==> config.mk <==
export PLATFORM = sky130hd
export DESIGN_NAME = tile_chunky_to_planar_top
export DESIGN_NICKNAME = d
export VERILOG_FILES = /design/src/rtl/tc2p_pkg.sv /design/src/rtl/tc2p_ctrl.sv /design/src/rtl/tc2p_datapath.sv /design/src/rtl/tile_chunky_to_planar_top.sv
export VERILOG_INCLUDE_DIRS = /design/src /design/src/rtl
export SDC_FILE = /design/constraint.sdc
export NUM_CORES = 2
export LEC_CHECK = 0
export ABC_AREA = 0
export BUFFER_PORTS_ARGS = -buffer_cell sky130_fd_sc_hd__buf_2
export CAP_MARGIN = 10
export CORE_UTILIZATION = 30
export DETAILED_ROUTE_END_ITERATION = 8
export PLACE_DENSITY = 0.47
export SLEW_MARGIN = 10
export SYNTH_ARGS = -nofsm -noshare
export SYNTH_HDL_FRONTEND = slang
export SYNTH_SLANG_ARGS = --single-unit
==> constraint.sdc <==
create_clock -name clock -period 5.5 [get_ports clock]
set_input_delay 0.275 -clock clock [delete_from_list [all_inputs] [get_ports clock]]
set_output_delay 0.275 -clock clock [all_outputs]
set_load 0.005 [all_outputs]
==> src/rtl/tile_chunky_to_planar_top_assert.svh <==
`ifndef TILE_CHUNKY_TO_PLANAR_TOP_ASSERT_SVH
`define TILE_CHUNKY_TO_PLANAR_TOP_ASSERT_SVH

// same-cycle implication
`define TC2P_ASSERT_NOW(lbl, clk, rst, ante, cons, msg) \
   lbl: assert property (@(posedge clk) disable iff (rst) (ante) |-> (cons)) else $error(msg);

// next-cycle implication
`define TC2P_ASSERT_NEXT(lbl, clk, rst, ante, cons, msg) \
   lbl: assert property (@(posedge clk) disable iff (rst) (ante) |=> (cons)) else $error(msg);

`endif

==> src/rtl/tc2p_pkg.sv <==
package tc2p_pkg;

   localparam int TC2P_MAX_TILE_WIDTH  = 32;
   localparam int TC2P_MAX_TILE_HEIGHT = 16;

   localparam int STORE_DEPTH = 512;
   localparam int STORE_AW    = 9;
   localparam int COUNT_W     = 10;

   localparam logic [1:0] CSR_TILE_WIDTH  = 2'd0;
   localparam logic [1:0] CSR_TILE_HEIGHT = 2'd1;
   localparam logic [1:0] CSR_BPP_LOG2    = 2'd2;

   typedef enum logic [1:0] {
      ST_LOAD,
      ST_READ,
      ST_FLUSH,
      ST_EMIT
   } state_type;

   typedef struct packed {
      logic load;      // write pixel into store, bump count (clear it on the tile's last pixel)
      logic rd_issue;  // read next pixel of current row
      logic emit;      // move row words to output register, advance row/pair
   } cmd_type;

   typedef struct packed {
      logic tile_complete;
      logic col_last;
      logic tile_last;
      logic out_free;
   } status_type;

endpackage

==> src/rtl/tc2p_ctrl.sv <==
module tc2p_ctrl
   import tc2p_pkg::*;
(
   input  logic       clock,
   input  logic       reset,
   input  logic       req_valid,
   output logic       req_stall,
   input  status_type status,
   output cmd_type    cmd
);

`include "tile_chunky_to_planar_top_assert.svh"

   state_type state_ff;
   state_type state_in;

   always_ff @(posedge clock) begin
      if (reset) begin
         state_ff <= ST_LOAD;
      end else begin
         state_ff <= state_in;
      end
   end

   always_comb begin
      state_in  = state_ff;
      cmd       = '0;
      req_stall = 1'b1;
      case (state_ff)
         ST_LOAD: begin
            req_stall = 1'b0;
            if (req_valid) begin
               cmd.load = 1'b1;
               if (status.tile_complete) begin
                  state_in = ST_READ;
               end
            end
         end
         ST_READ: begin
            cmd.rd_issue = 1'b1;
            if (status.col_last) begin
               state_in = ST_FLUSH;
            end
         end
         ST_FLUSH: begin
            state_in = ST_EMIT;
         end
         ST_EMIT: begin
            if (status.out_free) begin
               cmd.emit = 1'b1;
               state_in = status.tile_last ? ST_LOAD : ST_READ;
            end
         end
         default: begin
            state_in = ST_LOAD;
         end
      endcase
   end

   `TC2P_ASSERT_NEXT(a_row_read_ends, clock, reset, (state_ff == ST_READ) && status.col_last, state_ff == ST_FLUSH, "row read did not end in flush")
   `TC2P_ASSERT_NEXT(a_tile_ends, clock, reset, cmd.emit && status.tile_last, state_ff == ST_LOAD, "last result did not return to load")
   `TC2P_ASSERT_NOW(a_no_accept_busy, clock, reset, cmd.rd_issue || cmd.emit, req_stall, "input taken while emitting")

endmodule

==> src/rtl/tc2p_datapath.sv <==
module tc2p_datapath
   import tc2p_pkg::*;
#(
   parameter int MAX_TILE_WIDTH  = TC2P_MAX_TILE_WIDTH,
   parameter int MAX_TILE_HEIGHT = TC2P_MAX_TILE_HEIGHT
) (
   input  logic        clock,
   input  logic        reset,
   input  logic        csr_write,
   input  logic [1:0]  csr_index,
   input  logic [4:0]  csr_data,
   input  logic [7:0]  req_pixel,
   output logic        rsp_valid,
   input  logic        rsp_stall,
   output logic [31:0] rsp_plane_word_low,
   output logic [31:0] rsp_plane_word_high,
   output logic [1:0]  rsp_word_count,
   output logic [1:0]  rsp_plane_pair,
   output logic [3:0]  rsp_row,
   output logic        rsp_last,
   input  cmd_type     cmd,
   output status_type  status
);

`include "tile_chunky_to_planar_top_assert.svh"

   localparam int COL_W = $clog2(MAX_TILE_WIDTH);
   localparam logic [2:0] MAX_BYTES = 3'(MAX_TILE_WIDTH / 8);
   localparam logic [4:0] MAX_ROWS  = 5'(MAX_TILE_HEIGHT);

   logic [2:0] cfg_width_ff;
   logic [4:0] cfg_height_ff;
   logic [1:0] cfg_bpp_ff;

   logic [7:0] store_mem [STORE_DEPTH];
   logic [7:0] rdata_ff;
   logic       pend_ff;

   logic [COUNT_W-1:0]  count_ff, count_in;
   logic [COL_W-1:0]    col_ff, col_in;
   logic [3:0]          row_ff, row_in;
   logic [1:0]          pair_ff, pair_in;
   logic [STORE_AW-1:0] base_ff, base_in;
   logic [MAX_TILE_WIDTH-1:0] word_lo_ff, word_lo_in;
   logic [MAX_TILE_WIDTH-1:0] word_hi_ff, word_hi_in;
   logic rsp_valid_ff, rsp_valid_in;

   logic [31:0] rsp_lo_ff, rsp_hi_ff;
   logic [1:0]  rsp_cnt_ff, rsp_pair_ff;
   logic [3:0]  rsp_row_ff;
   logic        rsp_last_ff;

   logic [2:0]          eff_bytes;
   logic [4:0]          eff_h;
   logic [5:0]          eff_w;
   logic [6:0]          bytes_rows;
   logic [COUNT_W-1:0]  total;
   logic [COUNT_W-1:0]  count_next;
   logic [1:0]          pair_max;
   logic                row_last;
   logic                pair_last;
   logic [STORE_AW-1:0] rd_addr;
   logic [2:0]          plane_lo;
   logic [2:0]          plane_hi;

   always_ff @(posedge clock) begin
      if (reset) begin
         cfg_width_ff  <= 3'd1;
         cfg_height_ff <= 5'd8;
         cfg_bpp_ff    <= 2'd2;
      end else if (csr_write) begin
         case (csr_index)
            CSR_TILE_WIDTH:  cfg_width_ff  <= csr_data[2:0];
            CSR_TILE_HEIGHT: cfg_height_ff <= csr_data;
            CSR_BPP_LOG2:    cfg_bpp_ff    <= csr_data[1:0];
            default: ;
         endcase
      end
   end

   always_comb begin
      eff_bytes = cfg_width_ff;
      if (eff_bytes == 3'd0) eff_bytes = 3'd1;
      if (eff_bytes > MAX_BYTES) eff_bytes = MAX_BYTES;
      eff_h = cfg_height_ff;
      if (eff_h == 5'd0) eff_h = 5'd1;
      if (eff_h > MAX_ROWS) eff_h = MAX_ROWS;
   end

   assign eff_w      = {eff_bytes, 3'b000};
   assign bytes_rows = 7'(eff_bytes) * 7'(eff_h);
   assign total      = {bytes_rows, 3'b000};
   assign count_next = count_ff + COUNT_W'(1);
   assign pair_max   = cfg_bpp_ff[1] ? (cfg_bpp_ff[0] ? 2'd3 : 2'd1) : 2'd0;
   assign row_last   = {1'b0, row_ff} == (eff_h - 5'd1);
   assign pair_last  = pair_ff == pair_max;
   assign rd_addr    = base_ff + STORE_AW'(col_ff);
   assign plane_lo   = {pair_ff, 1'b0};
   assign plane_hi   = {pair_ff, 1'b1};

   assign status.tile_complete = count_next >= total;
   assign status.col_last      = 6'(col_ff) == (eff_w - 6'd1);
   assign status.tile_last     = row_last && pair_last;
   assign status.out_free      = !rsp_valid_ff || !rsp_stall;

   // tile store
   always_ff @(posedge clock) begin
      if (cmd.load) begin
         store_mem[count_ff[STORE_AW-1:0]] <= req_pixel;
      end
   end

   always_ff @(posedge clock) begin
      if (cmd.rd_issue) begin
         rdata_ff <= store_mem[rd_addr];
      end
   end

   always_comb begin
      count_in     = count_ff;
      col_in       = col_ff;
      row_in       = row_ff;
      pair_in      = pair_ff;
      base_in      = base_ff;
      word_lo_in   = word_lo_ff;
      word_hi_in   = word_hi_ff;
      rsp_valid_in = rsp_valid_ff;

      if (rsp_valid_ff && !rsp_stall) rsp_valid_in = 1'b0;

      if (pend_ff) begin
         word_lo_in = {word_lo_ff[MAX_TILE_WIDTH-2:0], rdata_ff[plane_lo]};
         word_hi_in = {word_hi_ff[MAX_TILE_WIDTH-2:0], rdata_ff[plane_hi]};
      end

      if (cmd.rd_issue) col_in = col_ff + COL_W'(1);

      if (cmd.load) begin
         col_in     = '0;
         word_lo_in = '0;
         word_hi_in = '0;
         if (status.tile_complete) begin
            count_in = '0;
            row_in   = '0;
            pair_in  = '0;
            base_in  = '0;
         end else begin
            count_in = count_next;
         end
      end

      if (cmd.emit) begin
         rsp_valid_in = 1'b1;
         col_in       = '0;
         word_lo_in   = '0;
         word_hi_in   = '0;
         if (row_last) begin
            row_in  = '0;
            base_in = '0;
            pair_in = pair_last ? 2'd0 : pair_ff + 2'd1;
         end else begin
            row_in  = row_ff + 4'd1;
            base_in = base_ff + STORE_AW'(eff_w);
         end
      end
   end

   always_ff @(posedge clock) begin
      if (reset) begin
         count_ff     <= '0;
         col_ff       <= '0;
         row_ff       <= '0;
         pair_ff      <= '0;
         base_ff      <= '0;
         pend_ff      <= 1'b0;
         rsp_valid_ff <= 1'b0;
      end else begin
         count_ff     <= count_in;
         col_ff       <= col_in;
         row_ff       <= row_in;
         pair_ff      <= pair_in;
         base_ff      <= base_in;
         pend_ff      <= cmd.rd_issue;
         rsp_valid_ff <= rsp_valid_in;
      end
   end

   always_ff @(posedge clock) begin
      word_lo_ff <= word_lo_in;
      word_hi_ff <= word_hi_in;
      if (cmd.emit) begin
         rsp_lo_ff   <= 32'(word_lo_ff);
         rsp_hi_ff   <= (cfg_bpp_ff == 2'd0) ? 32'd0 : 32'(word_hi_ff);
         rsp_cnt_ff  <= (cfg_bpp_ff == 2'd0) ? 2'd1 : 2'd2;
         rsp_pair_ff <= pair_ff;
         rsp_row_ff  <= row_ff;
         rsp_last_ff <= status.tile_last;
      end
   end

   assign rsp_valid           = rsp_valid_ff;
   assign rsp_plane_word_low  = rsp_lo_ff;
   assign rsp_plane_word_high = rsp_hi_ff;
   assign rsp_word_count      = rsp_cnt_ff;
   assign rsp_plane_pair      = rsp_pair_ff;
   assign rsp_row             = rsp_row_ff;
   assign rsp_last            = rsp_last_ff;

   `TC2P_ASSERT_NOW(a_emit_free, clock, reset, cmd.emit, !rsp_valid_ff || !rsp_stall, "result overwritten before taken")
   `TC2P_ASSERT_NOW(a_no_rd_on_load, clock, reset, cmd.rd_issue, !cmd.load && !cmd.emit, "store read during load or emit")
   `TC2P_ASSERT_NEXT(a_tile_reset, clock, reset, cmd.load && status.tile_complete, (count_ff == '0) && (row_ff == '0) && (pair_ff == '0) && (base_ff == '0), "pointers not cleared at tile end")

endmodule

==> src/rtl/tile_chunky_to_planar_top.sv <==
// Chunky-to-planar tile converter. Pixels of one tile (tile_width_bytes*8 by
// tile_height) are taken one per cycle in row-major order into a 512-byte
// tile store. The transaction carrying the final pixel starts emission and
// input stalls until the last result of the tile enters the output register.
// Emission produces max(planes/2,1)*height results, plane pair outer, row
// inner; each result is built as the single store read port delivers one
// pixel per cycle and each pixel feeds both plane words of the pair.
// Emission waits while the result side stalls. Configuration is to be
// written by the user only between tiles or with no result pending; the
// block itself does not enforce it.
module tile_chunky_to_planar_top
   import tc2p_pkg::*;
#(
   parameter int MAX_TILE_WIDTH  = TC2P_MAX_TILE_WIDTH,
   parameter int MAX_TILE_HEIGHT = TC2P_MAX_TILE_HEIGHT
) (
   input  logic        clock,
   input  logic        reset,
   input  logic        csr_write,
   input  logic [1:0]  csr_index,
   input  logic [4:0]  csr_data,
   input  logic        req_valid,
   output logic        req_stall,
   input  logic [7:0]  req_pixel,
   output logic        rsp_valid,
   input  logic        rsp_stall,
   output logic [31:0] rsp_plane_word_low,
   output logic [31:0] rsp_plane_word_high,
   output logic [1:0]  rsp_word_count,
   output logic [1:0]  rsp_plane_pair,
   output logic [3:0]  rsp_row,
   output logic        rsp_last
);

   cmd_type    cmd;
   status_type status;

   tc2p_ctrl u_ctrl (
      .clock     (clock),
      .reset     (reset),
      .req_valid (req_valid),
      .req_stall (req_stall),
      .status    (status),
      .cmd       (cmd)
   );

   tc2p_datapath #(
      .MAX_TILE_WIDTH  (MAX_TILE_WIDTH),
      .MAX_TILE_HEIGHT (MAX_TILE_HEIGHT)
   ) u_datapath (
      .clock               (clock),
      .reset               (reset),
      .csr_write           (csr_write),
      .csr_index           (csr_index),
      .csr_data            (csr_data),
      .req_pixel           (req_pixel),
      .rsp_valid           (rsp_valid),
      .rsp_stall           (rsp_stall),
      .rsp_plane_word_low  (rsp_plane_word_low),
      .rsp_plane_word_high (rsp_plane_word_high),
      .rsp_word_count      (rsp_word_count),
      .rsp_plane_pair      (rsp_plane_pair),
      .rsp_row             (rsp_row),
      .rsp_last            (rsp_last),
      .cmd                 (cmd),
      .status              (status)
   );

endmodule

; ---- Word level (Yosys, flattened, before mapping)
; Memories as Yosys holds them, arrays and structs flattened. A register that Yosys moved wholly into a read port is not among the register bits.
; Index checks and enable logic that the tools add are counted.
[op_classes]
n_addsub = 8
n_mul = 1
magnitude_cmp = 5
n_eq_ne = 12
n_mux = 41
n_reduce_logical = 20
[op_table]
columns = operator, n
row1 = $mux 9, 4
row2 = $mux 2, 12
row3 = $mux 4, 4
row4 = $mux 1, 13
row5 = $add 10x1->10 const B, 1
row6 = $ge 10x10->1, 1
row7 = $mux 10, 1
row8 = $mux 5, 2
row9 = $add 9x5->9, 1
row10 = $add 9x6->9, 1
row11 = $lt 3x4->1 const B, 2
row12 = $ne 2x2->1 const B, 4
row13 = $pmux 2 s4, 1
row14 = $reduce_and 2->1, 4
row15 = $mul 3x5->7, 1
row16 = $eq 2x2->1 const B, 3
row17 = $eq 5x6->1, 1
row18 = $logic_not 2->1, 3
row19 = $mux 3, 2
row20 = $reduce_bool 2->1, 3
row21 = $sub 6x1->6 const B, 1
row22 = $add 5x1->5 const B, 1
row23 = $eq 4x5->1, 1
row24 = $gt 5x5->1 const B, 1
row25 = 15 further kinds, 19
[word_totals]
reg_bits = 181
ramBits = 4096
in_bits = 20
elab_cells = 107
memories = 1
[memory_table]
columns = memory, words, word_bits, rd, rd_ports_with_merged_regs, write_ports, line
row1 = u_datapath.store_mem, 512, 8, 1, 1, 1, tc2p_datapath.sv:35  ; logic [7:0] store_mem [STORE_DEPTH];

; ---- Depth between registers and ports, before layout
[logic_depth]
word_depth = 10
mapped_depth = 19
depth_no_buf = 18

; ---- Cells and area by module
; From an unflattened synthesis, not the netlist that was laid out.
[unflattened]
hier_cells = 8083
hier_area_um2 = 167345.5
[by_module_without_submodules]
columns = module, n_inst, cells_per_inst, area_each_um2, seq_area_each_um2
row1 = tc2p_datapath, 1, 8058, 167131.5, 127492.3
row2 = tc2p_ctrl, 1, 25, 214.0, 40.0

; ---- Least setup slack after synthesis
; Ideal clock, no wire load.
[synth_timing]
path_kind = register -> register
startpoint = register u_datapath.cfg_height_ff[4]
endpoint = register u_datapath.count_ff[6]
setup_ns = 0.070
t_arrival_ns = 3.804
required_time_ns = 5.430
setup_slack_ns = 1.625
stages_incl_launch_ff = 18
n_path_buf = 2
period_less_slack_ns = 3.875
cell_sequence = dfxtp_1 > clkbuf_1 > nand2b_1 > or2_2 > fa_1 > inv_1 > ha_1 > a21o_1 > a21oi_1 > xor2_1 > ha_1 > nor2b_1 > o21ai_0 > nand2b_1 > a21oi_1 > clkbuf_1 > nand4b_1 > a21oi_1
[synth_via]
elab_chain_len = 7
[synth_rtl]
columns = element, line
row1 = "start, declared", tc2p_datapath.sv:32  ; logic [4:0] cfg_height_ff;
row2 = "start signal, assigned", tc2p_datapath.sv:74  ; CSR_TILE_HEIGHT: cfg_height_ff <= csr_data;
row3 = $logic_not 5->1, tc2p_datapath.sv:86  ; if (eff_h == 5'd0) eff_h = 5'd1;
row4 = $mux 5 (*), tc2p_datapath.sv:86
row5 = $gt 5x5->1, tc2p_datapath.sv:87  ; if (eff_h > MAX_ROWS) eff_h = MAX_ROWS;
row6 = $mux 5 (*), tc2p_datapath.sv:87
row7 = $mul 3x5->7 (*), tc2p_datapath.sv:91  ; assign bytes_rows = 7'(eff_bytes) * 7'(eff_h);
row8 = $ge 10x10->1 (*), tc2p_datapath.sv:101  ; assign status.tile_complete = count_next >= total;
row9 = $mux 10 (*), tc2p_datapath.sv:142  ; if (status.tile_complete) begin
row10 = "end signal, assigned", tc2p_datapath.sv:178  ; count_ff <= count_in;
row11 = "end, declared", tc2p_datapath.sv:39  ; logic [COUNT_W-1:0] count_ff, count_in;
; Mark *: on every way between the ends. The rest lies on a longest branch, timed or not.
; A chain may end at the register's enable or synchronous reset.

; ---- Final worst setup path
[layout_timing]
startpoint = register u_datapath.col_ff[0]
endpoint = register u_datapath.rdata_ff[3], read port of u_datapath.store_mem, data pin
[layout_via]
elab_chain_len = 1
[layout_rtl]
columns = element, line
row1 = "start, declared", tc2p_datapath.sv:40  ; logic [COL_W-1:0] col_ff, col_in;
row2 = "start signal, assigned", tc2p_datapath.sv:179  ; col_ff <= col_in;
row3 = $add 9x5->9, tc2p_datapath.sv:97  ; assign rd_addr = base_ff + STORE_AW'(col_ff);
row4 = "end, declared", tc2p_datapath.sv:36  ; logic [7:0] rdata_ff;
; Every way passes these cells.

==> results <==
- Summed over all layers, the global routing overflow is 0.
- Hold timing on the final database bottoms out at a slack of 131 ps.
- The number of setup buffers added after CTS is 0.
- Clock-pin slew was measured on the worst setup and hold paths at 60 ps.
- The setup slack of the worst register-to-register path is 280 ps.
- The number of max-cap violations is 0.
- In the post-synthesis netlist, the biggest area contributors are edfxtp_1 (74%), mux4_2 (8.6%), mux4_1 (4.3%).
- The total number of H-tree levels is 5.
- The number of flip-flops and latches in the synthesized netlist is 4282.
- The number of antenna violations at the first check in global routing is 21.
- The weighted congestion reported at the end of routability-driven placement is 0.831.
- The worst endpoint data arrival time is 6000 ps.
- The total number of yosys warnings is 0.
- The clock group share of total power is 43.6%.
- The synthesized net count is 8168.
- The buffer cell driving the clock tree root is clkbuf_16.
- After detailed routing, the number of remaining DRC violations is 0.
- The total routing resource utilization after global routing is 16.7%.
- VDD sags by at most 0.262 mV.
- The register cell area after layout is 128000 um^2.
- Setup repair after global routing left no endpoint under its margin.
- The die is 754 um wide.
- The height of the die is 754 um.
- Counting the buffers created by CTS gives 441.
- The core region area is 562000 um^2.
- In this run the tool buffered the top-level ports with 94 buffer cells.
- The reported leakage power is 57.0 nW.
- The kind of capture point of the worst setup path is a register.
- The vias after detailed routing is 82900.
- The net count reported at finish is 8500.
- The number of fill cells is 52400.
- In this run, the number of DRC markers left after iteration 0 of detailed routing was 8620.
- The final number of setup-violating endpoints is 0.
- Clock skew on the completed layout was measured at 82.6 ps.
- The count of cells along the worst register-to-register path is 9.
- Net switching is 21.4% of the power.
- Once the floorplan was initialized, standard cells occupied 30.2% of the core.
- The post-route fraction of the period consumed by the critical path is 94.9%.
- The detailed-placement wirelength estimate is 304000 um.
- The worst relative slew slack is 12.3%.
- The count of flip-flops with a built-in enable after synthesis is 4177.
- For this run, the leading register cell type out of synthesis is edfxtp_1.
- The worst flop-to-flop path startpoint is u_datapath.col_ff[0].
- The pre-antenna-repair detailed-routing pass consisted of 6 iterations.
- The worst hold path begins at csr_data[1].
- Summed over all nets, the switching power comes to 0.0147 W.
- The largest area contributor in the synthesized netlist is edfxtp_1.
- For the final routed database, the setup TNS stands at 0 ps.
- The fraction of final layout cells sized beyond drive strength 1 is 19.2%.
- The worst hold path passes through 4 cells.
- The top cell type by area accounts for 73.9% of the synthesized area.
- Counting flops with an async set or reset pin after synthesis yields a share of 0%.
- The first global-routing pass estimated 680000 um of wire.
- The number of placed instances with taps included is 15400.
- The routed design has 489000 um of wire.
- For the finished layout, the period the worst path requires is 5220 ps.
- The share of total power dissipated in sequential elements is 52.2%.
- The critical path is of the reg -> reg type.
- A synthesized cell averages 20.9 um^2.
- The per-cell via count in the routed design is 5.09.
- The clock drives 4282 sinks.
- The number of ports placed on the die boundary is 95.
- The final count of pins violating max slew is 0.
- The type of the worst min-delay path is in -> reg.
- Relative to the synthesized area, the layout overhead comes to 13.9%.
- The flow ran to the end, and the final reports show no timing, DRC or antenna violations.
- The via count of the first global-routing pass is 84400.
- In the synthesized netlist, the number of instances is 8112.
- The largest fanout on the critical path is 19.
- In this run the cell area of the synthesized design comes to 170000 um^2.
- The clock passes through at most 4 buffers.
- Dividing the detail-routed wire length by the instance count gives 30.0 um.
- The overall die area is 569000 um^2.
- In this run the remaining antenna-violating nets after routing total 0.
- The synthesized netlist contains 92 unique library cells.
- Entering global routing, the biggest net connects 187 pins.
- The area occupied by multi-input gates is 38000 um^2.
- TritonCTS built the clock tree.
- The worst-margin pin slew is 1310 ps.
- The endpoint of the worst hold path is u_datapath.cfg_width_ff[1].
- The overall power consumption is 0.0686 W.
- The floorplan has 275 rows.
- Data on the critical path is required at its endpoint by 6280 ps.
- In this run, the combinational gates consume 4.1% of the power.
- Based on the critical path, the design can be clocked at up to 0.192 GHz.
- In the layout the commonest cells are edfxtp_1 (4177), nor2_1 (654), mux4_2 (651), mux2i_1 (529), clkbuf_16 (444).
- The share of the Yosys chip area taken by registers is 75.2%.
- The worst setup path is launched from a register.
- The capture instance of the worst register-to-register path is u_datapath.rdata_ff[3].
- For this run, the number of standard cells in the final layout without fillers is 16300.
- In this run, post-CTS repair resized a total of 0 instances.
- The most common cell after layout, fill and taps aside is edfxtp_1.
- The count of endpoints failing hold in the final timing report is 0.
- Internal power comes to 0.0539 W.
- In this run the power density over the cells is 355 nW/um^2.
- The clock latency on the worst-skew pair is 1040 ps.
-- what timing repair did --
item,4_1_cts,5_1_grt
endpoints found under the hold margin,655,0
hold buffers,33,0
endpoints found under the setup margin,0,0
-- registers in the layout, indices dropped and copies added (netlist names), 4 cells and up --
register                        count
u_datapath.col_ff                   5
u_datapath.rdata_ff                 8
u_datapath.count_ff                10
u_datapath.row_ff                   4
u_datapath.cfg_height_ff            5
u_datapath.word_lo_ff              32
u_datapath.rsp_plane_word_high     32
u_datapath.word_hi_ff              32
u_datapath.base_ff                  6
u_datapath.rsp_row                  4
u_datapath.store_mem             4096
u_datapath.rsp_plane_word_low      32
-- how the worst max path moves through the flow --
| stage | start | to | slack [ps] | cells past startpoint |
|---|---|---|---|---|
| 4_1_cts | u_datapath.col_ff[0] | u_datapath.rdata_ff[3] | 450 | 9 |
| 3_3_place_gp | u_datapath.col_ff[1] | u_datapath.rdata_ff[3] | -280 | 8 |
| 5_1_grt | u_datapath.col_ff[0] | u_datapath.rdata_ff[3] | 310 | 9 |
| 2_1_floorplan | u_datapath.cfg_height_ff[4] | u_datapath.count_ff[6] | 1630 | 17 |
| 6_report | u_datapath.col_ff[0] | u_datapath.rdata_ff[3] | 280 | 9 |
| 3_5_place_dp | u_datapath.col_ff[0] | u_datapath.rdata_ff[3] | 450 | 9 |
-- cell usage after synthesis, types with 12 or more instances --
master,number
nand2b_1,12
a21o_1,13
buf_4,39
inv_1,26
and3_1,13
nor2b_1,44
ha_1,31
nor3_1,24
nor4_1,17
or3_1,15
nand2_1,119
a21oi_1,150
buf_6,43
nand4_1,15
buf_1,28
nor2_1,659
clkbuf_1,168
o221ai_1,193
clkbuf_8,35
buf_12,43
buf_8,64
xnor2_1,15
mux4_2,651
o22ai_1,145
o21ai_0,72
buf_2,74
mux4_1,275
edfxtp_1,4177
xor2_1,14
o211ai_1,50
and2_1,13
mux2i_1,529
dfxtp_1,105
nand3_1,55
-- through the flow --
stage	worst slack [ps]	area [um^2]	util, %
floorplan	1630	170000	-
global placement	-276	178000	31.7
detailed placement	448	178000	31.7
CTS	449	193000	34.4
global route	312	193000	34.4
finish	282	193000	34.4
-- area by class of cell --
type,instances,share of cell area [%]
Antenna cell,5,0.00648
Clock buffer,544,5.98
Clock inverter,268,1.46
Inverter,27,0.0551
Multi-Input combinational cell,3298,19.7
Sequential cell,4282,66.0
Tap cell,7479,4.84
Timing Repair Buffer,394,1.94
-- per-layer routing --
layer	wire length (um)	vias up	track usage, %
met3	29100	644	2.89
li1	-	34700	-
met5	8	-	0
met1	211000	45000	22.8
met2	233000	2580	27.2
met4	16500	2	5.21
-- critical path, cell delays in order (launching register included) --
cell and delay [ps]:
dfxtp_4 840, buf_4 420, buf_4 330, mux4_2 550
and2_1 170, a2111oi_1 860, a311oi_1 280, a41oi_1 1010
nor4_1 230, and3_1 210
-- power groups by stage --
stage / Sequential (W) / Clock, W / Combinational (W)
3_5_place_dp: 0.0365 / 0 / 0.00288
5_1_grt: 0.0358 / 0.0316 / 0.00300
3_3_place_gp: 0.0365 / 0 / 0.00284
4_1_cts: 0.0358 / 0.0305 / 0.00290
2_1_floorplan: 0.0365 / 0 / 0.00169
6_report: 0.0359 / 0.0299 / 0.00285
-- cells by family after synthesis --
kind of cell,share of synthesized area (%)
buf+inv,2.60
xor+xnor,0.150
mux,16.0
simple gates,2.69
flops,75.2
compound gates,3.06
fa+ha+maj,0.288
No activity file was read; power rests on OpenSTA's default activity.
